[config.mk]
export PLATFORM = sky130hd
export DESIGN_NAME = tlv8_fragment_merging_decoder_core
export DESIGN_NICKNAME = d
export VERILOG_FILES = /design/src/rtl/tlv8fm_pkg.sv /design/src/rtl/tlv8fm_parser.sv /design/src/rtl/tlv8fm_rsp_fifo.sv /design/src/rtl/tlv8_fragment_merging_decoder_core.sv
export SDC_FILE = /design/constraint.sdc
export NUM_CORES = 1
export LEC_CHECK = 0
export BUFFER_PORTS_ARGS = -buffer_cell sky130_fd_sc_hd__buf_2
export CAP_MARGIN = 20
export CELL_PAD_IN_SITES_DETAIL_PLACEMENT = 0
export CELL_PAD_IN_SITES_GLOBAL_PLACEMENT = 1
export CORE_ASPECT_RATIO = 2
export CORE_MARGIN = 4
export CORE_UTILIZATION = 49
export CTS_CLUSTER_DIAMETER = 40
export CTS_CLUSTER_SIZE = 30
export DETAILED_ROUTE_END_ITERATION = 7
export PLACE_DENSITY_LB_ADDON = 0.1
export SLEW_MARGIN = 20
export SYNTH_ARGS = -nofsm -noshare
export SYNTH_HDL_FRONTEND = slang
export SYNTH_SLANG_ARGS = --single-unit
[constraint.sdc]
create_clock -name clock -period 5.9 [get_ports clock]
set_input_delay 0.295 -clock clock [delete_from_list [all_inputs] [get_ports clock]]
set_output_delay 0.295 -clock clock [all_outputs]
set_load 0.01 [all_outputs]
[src/rtl/tlv8fm_pkg.sv]
package tlv8fm_pkg;

   localparam int BYTE_W          = 8;
   localparam int LEN_OUT_W       = 16;
   localparam int LENGTH_BITS_DEF = 16;
   localparam int FIFO_DEPTH      = 4;
   localparam logic [BYTE_W-1:0] FULL_FRAG = 8'd255;

   typedef enum logic [1:0] {
      PH_TYPE  = 2'd0,
      PH_LEN   = 2'd1,
      PH_VALUE = 2'd2
   } phase_type;

   typedef struct packed {
      logic [BYTE_W-1:0]    item_type;
      logic [BYTE_W-1:0]    value_byte;
      logic                 has_value;
      logic                 item_end;
      logic [LEN_OUT_W-1:0] total_length;
      logic                 truncated;
   } result_type;

   typedef struct packed {
      logic       a_valid;
      logic       b_valid;
      result_type a;
      result_type b;
   } push_type;

endpackage

[src/rtl/tlv8fm_parser.sv]
module tlv8fm_parser
   import tlv8fm_pkg::*;
#(
   parameter int LENGTH_BITS = LENGTH_BITS_DEF
) (
   input  logic              clock,
   input  logic              reset,
   input  logic              advance,
   input  logic [BYTE_W-1:0] in_byte,
   input  logic              stream_end,
   output push_type          push
);

   phase_type               phase_ff, phase_in;
   logic [BYTE_W-1:0]       cur_type_ff, cur_type_in;
   logic [BYTE_W-1:0]       bytes_left_ff, bytes_left_in;
   logic                    frag_full_ff, frag_full_in;
   logic                    cont_open_ff, cont_open_in;
   logic [BYTE_W-1:0]       open_type_ff, open_type_in;
   logic [LENGTH_BITS-1:0]  merged_ff, merged_in;
   logic                    done;

   function automatic logic [LEN_OUT_W-1:0] to_out(input logic [LENGTH_BITS-1:0] len);
      logic [31:0] wide;
      wide = 32'(len);
      return wide[LEN_OUT_W-1:0];
   endfunction

   function automatic result_type mk_close(input logic [BYTE_W-1:0] typ,
                                           input logic [LENGTH_BITS-1:0] len,
                                           input logic trunc);
      result_type r;
      r.item_type    = typ;
      r.value_byte   = '0;
      r.has_value    = 1'b0;
      r.item_end     = 1'b1;
      r.total_length = to_out(len);
      r.truncated    = trunc;
      return r;
   endfunction

   always_comb begin
      phase_in      = phase_ff;
      cur_type_in   = cur_type_ff;
      bytes_left_in = bytes_left_ff;
      frag_full_in  = frag_full_ff;
      cont_open_in  = cont_open_ff;
      open_type_in  = open_type_ff;
      merged_in     = merged_ff;
      done          = 1'b0;
      push          = '0;
      unique case (phase_ff)
         PH_TYPE: begin
            if (cont_open_ff) begin
               if (in_byte != open_type_ff) begin
                  push.a_valid = 1'b1;
                  push.a       = mk_close(open_type_ff, merged_ff, 1'b0);
                  merged_in    = '0;
               end
               cont_open_in = 1'b0;
            end else begin
               merged_in = '0;
            end
            cur_type_in = in_byte;
            phase_in    = PH_LEN;
         end
         PH_LEN: begin
            bytes_left_in = in_byte;
            frag_full_in  = (in_byte == FULL_FRAG);
            if (in_byte == '0) begin
               push.a_valid = 1'b1;
               push.a       = mk_close(cur_type_ff, merged_ff, 1'b0);
               merged_in    = '0;
               phase_in     = PH_TYPE;
            end else begin
               phase_in = PH_VALUE;
            end
         end
         PH_VALUE: begin
            if (merged_ff != '1) begin
               merged_in = merged_ff + 1'b1;
            end
            bytes_left_in = bytes_left_ff - 1'b1;
            done          = (bytes_left_in == '0);
            if (done && frag_full_ff) begin
               cont_open_in = 1'b1;
               open_type_in = cur_type_ff;
            end
            push.a_valid           = 1'b1;
            push.a.item_type       = cur_type_ff;
            push.a.value_byte      = in_byte;
            push.a.has_value       = 1'b1;
            push.a.item_end        = done && !frag_full_ff;
            push.a.total_length    = to_out(merged_in);
            push.a.truncated       = 1'b0;
            if (done) begin
               if (!frag_full_ff) begin
                  merged_in = '0;
               end
               phase_in = PH_TYPE;
            end
         end
         default: begin
            phase_in = PH_TYPE;
         end
      endcase
      if (stream_end) begin
         if (phase_in != PH_TYPE) begin
            push.b_valid = 1'b1;
            push.b       = mk_close(cur_type_in, merged_in, 1'b1);
         end else if (cont_open_in) begin
            push.b_valid = 1'b1;
            push.b       = mk_close(open_type_in, merged_in, 1'b0);
         end
         phase_in      = PH_TYPE;
         cur_type_in   = '0;
         bytes_left_in = '0;
         frag_full_in  = 1'b0;
         cont_open_in  = 1'b0;
         open_type_in  = '0;
         merged_in     = '0;
      end
   end

   always_ff @(posedge clock) begin
      if (reset) begin
         phase_ff      <= PH_TYPE;
         cur_type_ff   <= '0;
         bytes_left_ff <= '0;
         frag_full_ff  <= 1'b0;
         cont_open_ff  <= 1'b0;
         open_type_ff  <= '0;
         merged_ff     <= '0;
      end else if (advance) begin
         phase_ff      <= phase_in;
         cur_type_ff   <= cur_type_in;
         bytes_left_ff <= bytes_left_in;
         frag_full_ff  <= frag_full_in;
         cont_open_ff  <= cont_open_in;
         open_type_ff  <= open_type_in;
         merged_ff     <= merged_in;
      end
   end

endmodule

[src/rtl/tlv8fm_rsp_fifo.sv]
module tlv8fm_rsp_fifo
   import tlv8fm_pkg::*;
(
   input  logic       clock,
   input  logic       reset,
   input  logic       push_en,
   input  push_type   push,
   output logic       room,
   output logic       head_valid,
   output result_type head,
   input  logic       pop_ready
);

   localparam int PTR_W = $clog2(FIFO_DEPTH);
   localparam int CNT_W = $clog2(FIFO_DEPTH + 1);

   result_type        mem [FIFO_DEPTH];
   logic [PTR_W-1:0]  wr_ptr_ff, wr_ptr_in;
   logic [PTR_W-1:0]  rd_ptr_ff, rd_ptr_in;
   logic [CNT_W-1:0]  count_ff, count_in;
   logic [1:0]        push_cnt;
   logic              pop;
   result_type        first;

   assign head_valid = (count_ff != '0);
   assign head       = mem[rd_ptr_ff];
   assign pop        = head_valid && pop_ready;
   assign room       = (count_ff <= CNT_W'(FIFO_DEPTH - 2));
   assign first      = push.a_valid ? push.a : push.b;

   always_comb begin
      push_cnt = '0;
      if (push_en) begin
         push_cnt = 2'(push.a_valid) + 2'(push.b_valid);
      end
      wr_ptr_in = wr_ptr_ff + PTR_W'(push_cnt);
      rd_ptr_in = rd_ptr_ff + PTR_W'(pop);
      count_in  = count_ff + CNT_W'(push_cnt) - CNT_W'(pop);
   end

   always_ff @(posedge clock) begin
      if (reset) begin
         wr_ptr_ff <= '0;
         rd_ptr_ff <= '0;
         count_ff  <= '0;
      end else begin
         wr_ptr_ff <= wr_ptr_in;
         rd_ptr_ff <= rd_ptr_in;
         count_ff  <= count_in;
      end
   end

   always_ff @(posedge clock) begin
      if (push_cnt != 2'd0) begin
         mem[wr_ptr_ff] <= first;
      end
      if (push_cnt == 2'd2) begin
         mem[PTR_W'(wr_ptr_ff + 1'b1)] <= push.b;
      end
   end

endmodule

[src/rtl/tlv8_fragment_merging_decoder_core.sv]
// A byte accepted into the input register is parsed, and any results it yields are written to the result queue.
// Throughput: one byte per cycle while the result queue has room for two more results; a byte
// that closes the stream may add a second result to the four-entry result queue.
// Reset is synchronous and active high; it returns the parser to the type phase,
// clears all merge state and empties the result queue.
module tlv8_fragment_merging_decoder_core
   import tlv8fm_pkg::*;
#(
   parameter int LENGTH_BITS = LENGTH_BITS_DEF
) (
   input  logic        clock,
   input  logic        reset,
   input  logic        req_tvalid,
   output logic        req_tready,
   input  logic [7:0]  req_tdata,   // in_byte[7:0]
   input  logic        req_tlast,
   output logic        rsp_tvalid,
   input  logic        rsp_tready,
   output logic [31:0] rsp_tdata,   // item_type[7:0], value_byte[15:8], total_length[31:16]
   output logic [1:0]  rsp_tuser,   // has_value[0], truncated[1]
   output logic        rsp_tlast
);

   logic              s1_valid_ff, s1_valid_in;
   logic [BYTE_W-1:0] s1_byte_ff;
   logic              s1_last_ff;
   logic              room;
   logic              advance;
   logic              req_take;
   push_type          push;
   result_type        head;

   assign advance    = s1_valid_ff && room;
   assign req_tready = !s1_valid_ff || room;
   assign req_take   = req_tvalid && req_tready;
   assign s1_valid_in = req_take || (s1_valid_ff && !advance);

   always_ff @(posedge clock) begin
      if (reset) begin
         s1_valid_ff <= 1'b0;
      end else begin
         s1_valid_ff <= s1_valid_in;
      end
   end

   always_ff @(posedge clock) begin
      if (req_take) begin
         s1_byte_ff <= req_tdata;
         s1_last_ff <= req_tlast;
      end
   end

   tlv8fm_parser #(
      .LENGTH_BITS (LENGTH_BITS)
   ) u_parser (
      .clock      (clock),
      .reset      (reset),
      .advance    (advance),
      .in_byte    (s1_byte_ff),
      .stream_end (s1_last_ff),
      .push       (push)
   );

   tlv8fm_rsp_fifo u_rsp_fifo (
      .clock      (clock),
      .reset      (reset),
      .push_en    (advance),
      .push       (push),
      .room       (room),
      .head_valid (rsp_tvalid),
      .head       (head),
      .pop_ready  (rsp_tready)
   );

   assign rsp_tdata = {head.total_length, head.value_byte, head.item_type};
   assign rsp_tuser = {head.truncated, head.has_value};
   assign rsp_tlast = head.item_end;

`ifndef SYNTHESIS
   a_second_only_at_end: assert property (@(posedge clock) disable iff (reset)
      advance && push.b_valid |-> s1_last_ff)
      else $error("second result pushed for a byte that does not end the stream");

   a_second_is_close: assert property (@(posedge clock) disable iff (reset)
      advance && push.b_valid |-> push.b.item_end && !push.b.has_value)
      else $error("stream end flush is not a close without value");

   a_stall_holds_byte: assert property (@(posedge clock) disable iff (reset)
      s1_valid_ff && !advance |=> s1_valid_ff && $stable(s1_byte_ff) && $stable(s1_last_ff))
      else $error("input register changed while stalled");
`endif

endmodule
=== Yosys cells after proc, flatten, opt, wreduce, memory -nomap -nowiden ===
Memories as Yosys holds them, arrays and structs flattened. A register that Yosys moved wholly into a read port is not among the register bits.
Cells that the tools add are included.

* Flip-flop bits (word level): 61
* RAM bits: 140
* Output and inout bits: 37
* Logic and storage cells: 95
* Memories kept: 1

{| class="wikitable"
|+ Memory list
! name !! depth !! bits a word !! rd ports !! clocked after memory_dff !! wr ports !! RTL line !! source
|-
| u_rsp_fifo.mem || 4 || 35 || 1 || 1 || 2 || tlv8fm_rsp_fifo.sv:17 || <nowiki>result_type mem [FIFO_DEPTH];</nowiki>
|}

* Add/sub/neg operators: 8
* $lt $le $gt $ge: 1
* Equal/unequal tests: 6
* Muxes and demuxes: 45
* Reductions and logical operators: 21

{| class="wikitable"
|+ Operator list
! cell !! count
|-
| $mux W35 || 7
|-
| $mux W16 || 7
|-
| $pmux W35 S3 || 1
|-
| $mux W8 || 6
|-
| $pmux W16 S3 || 1
|-
| $add A16 B1 Y16 const B || 1
|-
| $logic_not A8 Y1 || 2
|-
| $ne A16 B16 Y1 const B || 1
|-
| $pmux W8 S2 || 1
|-
| $mux W1 || 14
|-
| $mux W2 || 5
|-
| $eq A8 B8 Y1 const B || 1
|-
| $ne A8 B8 Y1 || 1
|-
| $sub A8 B1 Y8 const B || 1
|-
| $logic_and A1 B1 Y1 || 6
|-
| $pmux W2 S3 || 1
|-
| $reduce_bool A2 Y1 || 3
|-
| $reduce_bool A3 Y1 || 2
|-
| $eq A2 B2 Y1 const B || 2
|-
| $reduce_and A2 Y1 || 2
|-
| $add A3 B2 Y3 || 1
|-
| $le A3 B2 Y1 const B || 1
|-
| $logic_not A1 Y1 || 3
|-
| $pmux W1 S3 || 1
|-
| 9 further kinds || 10
|}

=== Logic depth before layout (Yosys ltp) ===
* Depth in word-level cells: 13
* Mapped depth: 17
* Mapped depth without buffers: 14

=== Hierarchy ===
Synthesis repeated with hierarchy kept, for this count alone.

* Cell total of the unflattened synthesis: 929
* Area total of the unflattened synthesis: 10974.3 µm²

{| class="wikitable"
|+ By module, submodules not included
! module !! instances !! cells an instance !! area each (µm²) !! seq. area each (µm²)
|-
| tlv8fm_rsp_fifo || 1 || 448 || 7105.6 || 4344.2
|-
| tlv8fm_parser || 1 || 466 || 3535.9 || 880.8
|-
| tlv8_fragment_merging_decoder_core || 1 || 15 || 332.8 || 290.3
|}

=== Worst setup path after synthesis ===
No wires, ideal clock.

* Kind: register to register
* From: register u_parser.bytes_left_ff[1]
* To: memory u_rsp_fifo.mem[0][0] (netlist bit), enable pin
* Arrival time: 4.008 ns
* Required time: 5.517 ns
* Slack: 1.509 ns
* Stages on the path, launching flop included: 15
* Buffers on the path: 4
* Clock period less this slack: 4.391 ns
* Cells stage by stage: dfxtp_1 -> inv_1 -> ha_1 -> or4b_1 -> a21o_4 -> nor4_4 -> o311ai_4 -> buf_2 -> ha_1 -> clkbuf_1 -> o211ai_1 -> or3_1 -> clkbuf_1 -> clkbuf_1 -> nand2_1

{| class="wikitable"
|+ RTL lines
! item !! RTL line !! source
|-
| start, declared || tlv8fm_parser.sv:16 || <nowiki>logic [BYTE_W-1:0] bytes_left_ff, bytes_left_in;</nowiki>
|-
| start signal, assigned || tlv8fm_parser.sv:137 || <nowiki>bytes_left_ff <= bytes_left_in;</nowiki>
|-
| end, declared || tlv8fm_rsp_fifo.sv:17 ||
|}

==> flow_metrics.tcl <==
set metrics [dict create \
    drive_above_1_share_pct 17.4 \
    cts-root-buf "clkbuf_16" \
    cts_htree_levels 1 \
    yosysWarnings 0 \
    track_usage_pct 26.0 \
    coreArea_sq_um 21700 \
    rsz0062_at_grt "no" \
    drt-initial-drc-count 503 \
    synth_edf_count 113 \
    grt_pass1_vias 8832 \
    row_count 76 \
    leakagePower_nw 3.88 \
    yosysSeqAreaShare_pct 47.3 \
    synth_cells 1051 \
    vias 8748 \
    report.final.slew_viol_count 0 \
    setup_viol 0 \
    dieArea_sq_um 24800 \
    worstHoldPathCells 3 \
    ys.flop_type "edfxtp_1" \
    synth_nets 1074 \
    fill_cells 1929 \
    final_common_cell "edfxtp_1" \
    drtAntennaViolNets 0 \
    wl_microns 32200 \
    arrival_ns 5.17 \
    syn_area_sq_um 10900 \
    gp_congestion 0.933 \
    ctsResizeCount 0 \
    syn2layout_area_growth_pct 10.6 \
    viasPerCell 6.50 \
    antenna_found_initial 0 \
    start_util_pct 50.2 \
    hold_class "in -> reg" \
    crit_path_end_kind "flip-flop" \
    grt_first_pass_wirelength_microns 50500 \
    tightest_slew_ns 1.07 \
    worst-path-max-fanout 23 \
    cts.sinks 201 \
    finalHoldViolCount 0 \
    seq_area_sq_um 5160 \
    worst-setup-path-type "reg -> reg" \
    hpwl_microns 23600 \
    multi_input_area_sq_um 5270 \
    synth.avg_cell_area_sq_um 10.4 \
    diodes 0 \
    io_buffers 49 \
    fmax_mhz 207 \
    fin_nets 1084 \
    status "finished, final reports clean" \
    overflow 0 \
    tns_ns 0 \
    synth-async-reset-ratio_pct 0 \
    crit_required_ns 6.23 \
    critPathLaunchType "flip-flop" \
    reg2reg_depth 12 \
    skew_ns 0.0226 \
    cellPowerDensity_nw_per_um2 297 \
    ir_drop_uv 317 \
    cts_buffers 18 \
    layout_common_cells "edfxtp_1 (113), dfxtp_1 (86), nor2_1 (83)" \
    synthDistinctLibCells 86 \
    timing.hold.ws_ns 0.0319 \
    path_clk_slew_ns 0.08 \
    cts_hold_buf 9 \
    die-height_microns 219 \
    slew_headroom_pct 28.0 \
    drv_cap 0 \
    die_w_microns 113 \
    grt_max_degree 52 \
    drt-wirelength-per-cell_microns 23.9 \
    remaining_drc_errors 0 \
    cts_setup_buffers 0 \
    insertion_delay_ns 0.52 \
    fin_crit_sh_pct 81.9 \
    ios 50 \
    clk_path_buf_depth 3 \
    synth-seq-cells 201 \
    finalCriticalPeriod_ns 4.83 \
    first_pass_iters 5 \
    cts_tree "built" \
]
cells in the mapped netlist (10+ instances only):
cell type	count	share of area (%)
mux4_2	35	7.2
clkbuf_1	71	2.4
mux2i_1	12	1.1
nor2b_1	13	0.75
nand2_1	60	2.1
o31ai_1	12	0.83
nor3_1	60	2.8
nor4_1	10	0.57
dfxtp_1	88	16
xnor2_1	14	1.1
o211ai_1	13	0.90
o21ai_0	59	2.7
a221o_1	32	2.9
inv_1	14	0.48
nand3_1	40	1.8
o22ai_1	42	2.4
a21oi_1	46	2.1
nor2_1	83	2.9
a22oi_1	37	2.6
edfxtp_1	113	31
state kept, by name, indices dropped and copies added (netlist names), 2 cells and up:
signal / cells
u_parser.open_type_ff: 8
u_parser.phase_ff: 2
u_rsp_fifo.rd_ptr_ff: 2
u_parser.bytes_left_ff: 8
u_rsp_fifo.mem: 140
u_parser.merged_ff: 16
u_parser.cur_type_ff: 8
s1_byte_ff: 8
u_rsp_fifo.wr_ptr_ff: 2
u_rsp_fifo.count_ff: 3
worst paths after layout:
path                                   from                    end  slack (ns)
setup / recovery  u_parser.bytes_left_ff[0]  u_rsp_fifo.mem[2][11]        1.07
hold / removal                   req_tvalid            s1_valid_ff        0.03
setup reg to reg  u_parser.bytes_left_ff[0]  u_rsp_fifo.mem[2][11]        1.07
hold reg to reg       u_rsp_fifo.mem[1][19]  u_rsp_fifo.mem[1][19]        0.48
critical path, stage by stage (launching register included):
cell and delay (ns):
dfxtp_1 0.43, inv_1 0.11, ha_1 0.29, nor3b_1 0.17, o21a_1 0.30, nor4_4 0.64, o311ai_4 0.13, ha_1 0.44
o211ai_1 0.26, or2_2 0.56, o31ai_1 0.76, nand2_2 0.32, o22ai_1 0.23
cells by family after synthesis:
kind of cell | share of synthesized area (%)
adders and majority gates | 1.22
xor gates and xnor gates | 1.29
AOI/OAI and AO/OA | 21.5
muxes | 9.17
and+or+nand+nor | 15.1
buffers and inverters | 4.38
DFF | 47.3
routing by layer:
metal | share of wire [%] | GRT usage [%] | vias up
met5 | 0 | 0 | -
met2 | 52 | 46.2 | 306
met4 | 4.2 | 11.8 | 0
met3 | 4.7 | 2.54 | 77
met1 | 39 | 31.6 | 4234
li1 | - | - | 4131
power breakdown:
part           internal (W)  leakage, nW  switching, W
Clock              0.000654        0.318      0.000626
Sequential          0.00154         1.79     0.0000432
Combinational      0.000307         1.77      0.000414
metrics by stage:
stage | util, % | cells | setup WS, ns | power, W | cell area (sq um)
2_1_floorplan | - | 1051 | 1.51 | 0.00209 | 10900
3_3_place_gp | 52.1 | 1305 | 1.28 | 0.00233 | 11300
3_5_place_dp | 52.1 | 1305 | 1.19 | 0.00234 | 11300
4_1_cts | 55.5 | 1346 | 1.16 | 0.00362 | 12000
5_1_grt | 55.5 | 1346 | 0.800 | 0.00374 | 12000
6_report | 55.5 | 1346 | 1.07 | 0.00358 | 12000
area by class of cell:
| class | instances | share of cell area [%] |
|---|---|---|
| repair buffers | 88 | 4.66 |
| multi-input cells | 737 | 43.8 |
| inverters | 15 | 0.468 |
| clock inverters | 12 | 1.37 |
| well taps | 273 | 2.84 |
| clock buffers | 20 | 4.06 |
| flip-flops and latches | 201 | 42.8 |
Note: power is estimated with default switching activity, not from simulation.
